**src/hw/rtl/rfrfc_pkg.sv**
```systemverilog
// ----------------------------------------------------------------------------
// Remapped frame read package
// Shared types, register indexes, format codes and the byte conversion table.
// ----------------------------------------------------------------------------
package rfrfc_pkg;

   localparam int POS_W      = 8;
   localparam int PIXEL_W    = 64;
   localparam int SIZE_W     = 9;
   localparam int OFFSET_W   = 9;
   localparam int STEP_W     = 24;
   localparam int FMT_W      = 2;
   localparam int PROD_W     = POS_W + STEP_W;
   localparam int FRAC_W     = 16;
   localparam int COORD_W    = PROD_W - FRAC_W + 2;
   localparam int CSR_IDX_W  = 4;
   localparam int CSR_DATA_W = 24;
   localparam int BYTES      = PIXEL_W / 8;

   localparam int DEF_MAX_WIDTH  = 256;
   localparam int DEF_MAX_HEIGHT = 256;

   // bytes per pixel
   localparam logic [FMT_W-1:0] FMT_3B = 2'd0;
   localparam logic [FMT_W-1:0] FMT_4B = 2'd1;
   localparam logic [FMT_W-1:0] FMT_6B = 2'd2;
   localparam logic [FMT_W-1:0] FMT_8B = 2'd3;

   localparam logic [SIZE_W-1:0]   RST_SRC_WIDTH  = 9'd256;
   localparam logic [SIZE_W-1:0]   RST_SRC_HEIGHT = 9'd256;
   localparam logic [FMT_W-1:0]    RST_SRC_FORMAT = FMT_4B;
   localparam logic [FMT_W-1:0]    RST_DST_FORMAT = FMT_4B;
   localparam logic [OFFSET_W-1:0] RST_OFFSET     = 9'd0;
   localparam logic [STEP_W-1:0]   RST_STEP       = 24'd65536;

   typedef enum logic {
      CMD_WRITE = 1'b0,
      CMD_READ  = 1'b1
   } cmd_type;

   typedef enum logic [CSR_IDX_W-1:0] {
      REG_SRC_WIDTH  = 4'd0,
      REG_SRC_HEIGHT = 4'd1,
      REG_SRC_FORMAT = 4'd2,
      REG_DST_FORMAT = 4'd3,
      REG_OFFSET_X   = 4'd4,
      REG_OFFSET_Y   = 4'd5,
      REG_STEP_X     = 4'd6,
      REG_STEP_Y     = 4'd7
   } reg_index_type;

   typedef struct packed {
      logic [SIZE_W-1:0]          src_width;
      logic [SIZE_W-1:0]          src_height;
      logic [FMT_W-1:0]           src_format;
      logic [FMT_W-1:0]           dst_format;
      logic signed [OFFSET_W-1:0] offset_x;
      logic signed [OFFSET_W-1:0] offset_y;
      logic [STEP_W-1:0]          step_x;
      logic [STEP_W-1:0]          step_y;
   } cfg_type;

   // byte selector codes: 0..7 pick a source byte
   localparam logic [3:0] SEL_ZERO = 4'd8;
   localparam logic [3:0] SEL_FILL = 4'd9;

   // indexed [dst_format][src_format][result byte]
   localparam logic [3:0] CONV_TAB [4][4][8] = '{
      '{ '{4'd0, 4'd1, 4'd2, SEL_ZERO, SEL_ZERO, SEL_ZERO, SEL_ZERO, SEL_ZERO},
         '{4'd1, 4'd2, 4'd3, SEL_ZERO, SEL_ZERO, SEL_ZERO, SEL_ZERO, SEL_ZERO},
         '{4'd0, 4'd2, 4'd4, SEL_ZERO, SEL_ZERO, SEL_ZERO, SEL_ZERO, SEL_ZERO},
         '{4'd2, 4'd4, 4'd6, SEL_ZERO, SEL_ZERO, SEL_ZERO, SEL_ZERO, SEL_ZERO} },
      '{ '{SEL_FILL, 4'd0, 4'd1, 4'd2, SEL_ZERO, SEL_ZERO, SEL_ZERO, SEL_ZERO},
         '{4'd0, 4'd1, 4'd2, 4'd3, SEL_ZERO, SEL_ZERO, SEL_ZERO, SEL_ZERO},
         '{SEL_FILL, 4'd0, 4'd2, 4'd4, SEL_ZERO, SEL_ZERO, SEL_ZERO, SEL_ZERO},
         '{4'd0, 4'd2, 4'd4, 4'd6, SEL_ZERO, SEL_ZERO, SEL_ZERO, SEL_ZERO} },
      '{ '{4'd0, SEL_ZERO, 4'd1, SEL_ZERO, 4'd2, SEL_ZERO, SEL_ZERO, SEL_ZERO},
         '{4'd1, SEL_ZERO, 4'd2, SEL_ZERO, 4'd3, SEL_ZERO, SEL_ZERO, SEL_ZERO},
         '{4'd0, 4'd1, 4'd2, 4'd3, 4'd4, 4'd5, SEL_ZERO, SEL_ZERO},
         '{4'd2, 4'd3, 4'd4, 4'd5, 4'd6, 4'd7, SEL_ZERO, SEL_ZERO} },
      '{ '{SEL_FILL, SEL_FILL, 4'd0, SEL_ZERO, 4'd1, SEL_ZERO, 4'd2, SEL_ZERO},
         '{4'd0, SEL_ZERO, 4'd1, SEL_ZERO, 4'd2, SEL_ZERO, 4'd3, SEL_ZERO},
         '{SEL_FILL, SEL_FILL, 4'd0, 4'd1, 4'd2, 4'd3, 4'd4, 4'd5},
         '{4'd0, 4'd1, 4'd2, 4'd3, 4'd4, 4'd5, 4'd6, 4'd7} }
   };

   function automatic logic [PIXEL_W-1:0] conv_pixel(
      input logic [PIXEL_W-1:0] src,
      input logic [FMT_W-1:0]   src_fmt,
      input logic [FMT_W-1:0]   dst_fmt
   );
      logic [PIXEL_W-1:0] res;
      logic [3:0]         code;
      res = '0;
      for (int k = 0; k < BYTES; k++) begin
         code = CONV_TAB[dst_fmt][src_fmt][k];
         if (code == SEL_ZERO) begin
            res[8*k +: 8] = 8'h00;
         end else if (code == SEL_FILL) begin
            res[8*k +: 8] = 8'hFF;
         end else begin
            res[8*k +: 8] = src[8*code[2:0] +: 8];
         end
      end
      return res;
   endfunction

endpackage

```
**src/hw/rtl/rfrfc_if.sv**
```systemverilog


interface rfrfc_csr_if;
   logic                              valid;
   logic                              ready;
   logic [rfrfc_pkg::CSR_IDX_W-1:0]   index;
   logic [rfrfc_pkg::CSR_DATA_W-1:0]  data;

   modport source (output valid, index, data, input ready);
   modport sink   (input valid, index, data, output ready);
endinterface

```
**src/hw/rtl/rfrfc_csr.sv**
```systemverilog
// ----------------------------------------------------------------------------
// Remapped frame read register file
// Holds the geometry, format and step registers written over the CSR channel.
// ----------------------------------------------------------------------------
module rfrfc_csr (
   input  logic               clock,
   input  logic               reset,
   rfrfc_csr_if.sink          csr_ch,
   output rfrfc_pkg::cfg_type cfg
);
   import rfrfc_pkg::*;

   cfg_type cfg_ff;
   cfg_type cfg_in;

   assign csr_ch.ready = 1'b1;
   assign cfg          = cfg_ff;

   always_comb begin
      cfg_in = cfg_ff;
      if (csr_ch.valid) begin
         case (csr_ch.index)
            REG_SRC_WIDTH:  cfg_in.src_width  = csr_ch.data[SIZE_W-1:0];
            REG_SRC_HEIGHT: cfg_in.src_height = csr_ch.data[SIZE_W-1:0];
            REG_SRC_FORMAT: cfg_in.src_format = csr_ch.data[FMT_W-1:0];
            REG_DST_FORMAT: cfg_in.dst_format = csr_ch.data[FMT_W-1:0];
            REG_OFFSET_X:   cfg_in.offset_x   = csr_ch.data[OFFSET_W-1:0];
            REG_OFFSET_Y:   cfg_in.offset_y   = csr_ch.data[OFFSET_W-1:0];
            REG_STEP_X:     cfg_in.step_x     = csr_ch.data[STEP_W-1:0];
            REG_STEP_Y:     cfg_in.step_y     = csr_ch.data[STEP_W-1:0];
            default: ;
         endcase
      end
   end

   always_ff @(posedge clock) begin
      if (reset) begin
         cfg_ff.src_width  <= RST_SRC_WIDTH;
         cfg_ff.src_height <= RST_SRC_HEIGHT;
         cfg_ff.src_format <= RST_SRC_FORMAT;
         cfg_ff.dst_format <= RST_DST_FORMAT;
         cfg_ff.offset_x   <= RST_OFFSET;
         cfg_ff.offset_y   <= RST_OFFSET;
         cfg_ff.step_x     <= RST_STEP;
         cfg_ff.step_y     <= RST_STEP;
      end else begin
         cfg_ff <= cfg_in;
      end
   end

endmodule

```
**src/flat_wrapper.sv**
```systemverilog
// flat-port wrapper written by rule: the top's interface ports become plain ports
module rfrfc_csr_flat import rfrfc_pkg::*;
  (clock, reset, cfg, csr_ch_valid, csr_ch_index, csr_ch_data, csr_ch_ready);
  rfrfc_csr_if csr_ch_i ();
  input  logic clock;
  input  logic reset;
  output rfrfc_pkg::cfg_type cfg;
  input wire logic [$bits(csr_ch_i.valid)-1:0] csr_ch_valid;
  input wire logic [$bits(csr_ch_i.index)-1:0] csr_ch_index;
  input wire logic [$bits(csr_ch_i.data)-1:0] csr_ch_data;
  output wire logic [$bits(csr_ch_i.ready)-1:0] csr_ch_ready;
  assign csr_ch_i.valid = csr_ch_valid;
  assign csr_ch_i.index = csr_ch_index;
  assign csr_ch_i.data = csr_ch_data;
  assign csr_ch_ready = csr_ch_i.ready;
  rfrfc_csr u_core (.clock(clock), .reset(reset), .csr_ch(csr_ch_i), .cfg(cfg));
endmodule
```
**config.mk**
```make
export PLATFORM = sky130hd
export DESIGN_NAME = rfrfc_csr_flat
export DESIGN_NICKNAME = d
export VERILOG_FILES = /design/src/hw/rtl/rfrfc_pkg.sv /design/src/hw/rtl/rfrfc_if.sv /design/src/hw/rtl/rfrfc_csr.sv /design/src/flat_wrapper.sv
export SDC_FILE = /design/constraint.sdc
export NUM_CORES = 1
export LEC_CHECK = 0
export BUFFER_PORTS_ARGS = -buffer_cell sky130_fd_sc_hd__buf_2
export CAP_MARGIN = 30
export CELL_PAD_IN_SITES_DETAIL_PLACEMENT = 0
export CELL_PAD_IN_SITES_GLOBAL_PLACEMENT = 1
export CORE_MARGIN = 2
export CORE_UTILIZATION = 41
export CTS_CLUSTER_SIZE = 12
export DETAILED_ROUTE_END_ITERATION = 10
export PLACE_DENSITY = 0.92
export SYNTH_ARGS = -nofsm -noshare
export SYNTH_HDL_FRONTEND = slang
export SYNTH_SLANG_ARGS = --single-unit
```
**constraint.sdc**
```tcl
create_clock -name clock -period 1.45 [get_ports clock]
set_input_delay 0.0725 -clock clock [delete_from_list [all_inputs] [get_ports clock]]
set_output_delay 0.0725 -clock clock [all_outputs]
set_load 0.01 [all_outputs]
```
==> metrics.md <==
| Metric | Value |
|---|---|
| Status | complete, no violations |
| Post-DRT Antenna Nets | 0 |
| Sequential fraction of design power | 54.1% |
| VDD IR max | around 460 µV |
| Sw Share | about a quarter |
| Hpwl dp | around 5800 µm |
| H-tree depth | 3 |
| Area taken by multi-input logic gates | ~1700 µm² |
| Post-Route WL | 8050 µm |
| Element type at the critical path start | flip-flop |
| Total CTS buffers | 9 |
| Register area share after synthesis | between 40 and 50% |
| FILL cells | 794 |
| CP top delay family | flip-flops |
| Sw Pwr | 1110 µW |
| Synth warn | 0 |
| Flip-flop and latch area | 1760 µm² |
| WP data arrival | 860 ps |
| I/O pins | 120 |
| Slew HR | about 65% |
| Hold Crit Class | primary input to flip-flop |
| Post-synthesis cell area | around 3600 µm² |
| Number of endpoints failing setup at the final stage | 0 |
| Flops & latches, synth | 88 |
| Core Area | 8590 µm² |
| R2R Path Start | u_core.cfg[84]$_SDFFE_PP0P_ |
| Final Cell Area | 4660 µm² |
| CP max stage delay | 360 ps |
| Max_cap viols | 0 |
| Skew-Pair Late Insertion Delay | 340 ps |
| CTS clk-pin slew, worst paths | 90 ps |
| Global route total overflow | 0 |
| Area post-placement | 4310 µm² |
| Pleak | 0.00242 µW |
| TritonCTS clock tree | yes |
| Largest net degree at the start of global routing | 39 |
| Final Max Slew Viols | 0 |
| Synth Flop Type | dfxtp_1 |
| Drc violations | 0 |
| CP Buf/Inv Count | 1 |
| Setup bufs post-CTS | 0 |
| Hold Path Cell Cnt | 3 |
| Critical Path Slowest Stage Cell | dfxtp_1 |
| Data required time of the critical path | 1380 ps |
| RSZ-0062 raised after global routing | false |
| Max Root-Sink Buffers | 2 |
| Die Ht | 97.3 µm |
| GPL Wtd Cong | 0.779 |
| Levels on crit path | 1 |
| Top cells by count, synth | nand2b_1, dfxtp_1, mux2i_1, clkbuf_1, nor2_1 |
| Peak Freq | 1070 MHz |
| Total die area | roughly 9500 µm² |
| Yosys cell types | 18 |
| CP cell instances | buf_2 |
| Clock share of power | about 38% |
| Dpl ws | 229 ps |
| Worst-Margin Slew | 526 ps |
| Final hold violations | 0 |
| Max reg flops | 88 |
| Critical path startpoint | u_core.cfg[47]$_SDFFE_PP0P_ |
| Root Driver | clkbuf_8 |
| FFs w/ async S/R, synth | 0% |
| Share of cells above drive strength 1 | 32.6% |
| First-pass GRT wire length | 13400 µm |
| Setup TNS | 0 ps |
| Horiz. Die Dim | a little under 100 µm |
| Yosys top cell area share | 49.3% |
| FF-to-FF path depth | 2 |
| Top cells by area, synth | dfxtp_1, mux2i_1, nand2b_1 |
| Std-Cell Rows | 34 |
| Ant. Diodes | 0 |
| Vias in the first global route | 2699 |
| PwrDens | between 900 and 1000 nW/µm² |
| Post-synthesis area per instance | between 10 and 15 µm² |
| Final-stage net count | 492 |
| Clk sinks | 88 |
| Initial Util | 41.6% |
| Number of gates resized after CTS | 0 |
| Crit share post-route | 64.5% |
| First drt pass iteration count | 4 |
| Hold_sp | csr_ch_data[23] |
| P&R area growth vs syn | 30.4% |
| 1st-iter DRT viols | 67 |
| Comb pwr share | just under 8% |
| WS Path Type | flip-flop to output pin |
| Final WS setup | 514 ps |
| Worst-path fanout max | 2 |
| Pint | 3450 µW |
| Fin Clk Skew | 0 ps |
| Post-route minimum period | 936 ps |
| Hold Slack | 26.8 ps |
| Routed length per placed instance | between 10 and 15 µm |
| Initial antenna violation count | 0 |
| Most frequent cell after synthesis | nand2b_1 |
| Vias per cell | 4.72 |
| Mapped Cells | 327 |
| Total GRT Usage | between 15 and 20% |
| Mapped Nets | 358 |
| # port buffers | approximately 120 |
| Routed vias | 2712 |
| Post-synth EDFFs | 0 |
| Worst Setup End Kind | output pin |
| End-of-flow core utilization | 54.2% |
| Area leader, netlist | dfxtp_1 |
power groups by stage:
stage               Sequential (µW)  Combinational (µW)  Clock [µW]
finish                         2460                 360        1730
global route                   2470                 393        1890
CTS                            2460                 362        1800
detailed placement             2520                 331           0
global placement               2520                 324           0
floorplan                      2530                 179           0
layer usage:
metal  wire, µm  up-vias  global-route usage, %
li1           -     1340                      -
met1       3790     1274                   23.2
met2       3660       84                   27.8
met3        426       14                   3.81
met4        172        0                   7.69
met5          0        -                      0
cell type report:
| cell class | instances | area share [%] |
|---|---|---|
| sequential | 88 | 37.8 |
| clock inverter | 7 | 1.64 |
| multi-input combinational | 219 | 36.7 |
| clock buffer | 9 | 2.66 |
| timing repair buffer | 143 | 18.3 |
| tap | 108 | 2.90 |
worst register-to-register path, stage by stage, from the launching register on:
cell	delay, ps
dfxtp_1	360
nand2b_1	70
mux2i_1	140
timing repair:
item                                    CTS  global route
endpoints found under the setup margin    0             0
endpoints found under the hold margin    25             0
hold buffers                             15             0
layout by cell type, fill, tap and decap left out, drive strengths merged:
cell type and instances:
clkinv 1, dlygate4sd3 15, nand2 6, clkbuf 9, inv 3, conb 1, nor3b 2, nor2b 1
mux2i 88, nand4 1, nor3 1, and3b 2, buf 128, dfxtp 88, nor2 10, clkinvlp 2
bufinv 1, nand3 1, nand2b 106
stage by stage:
step	total power (µW)	cells
final	4560	574
after floorplan	2710	327
after global routing	4750	574
after CTS	4620	574
after detailed placement	2850	543
after global placement	2840	543
kinds of logic (layout without fill, tap and decap cells):
group	count (synthesis)	count (layout)	synth area share, %
buffers and inverters	20	159	3.01
flip-flops	88	88	49.3
multiplexers	88	88	24.7
other	1	1	0.105
AND/OR/NAND/NOR	130	130	22.9
path summary, 6_finish.rpt:
check                                              endpoint  slack, ps
worst max-delay path                                cfg[47]        510
worst min-delay path            u_core.cfg[47]$_SDFFE_PP0P_         30
worst max register to register  u_core.cfg[84]$_SDFFE_PP0P_        820
worst min register to register   u_core.cfg[0]$_SDFFE_PP0P_        470
(Power assumes the default switching activity.)
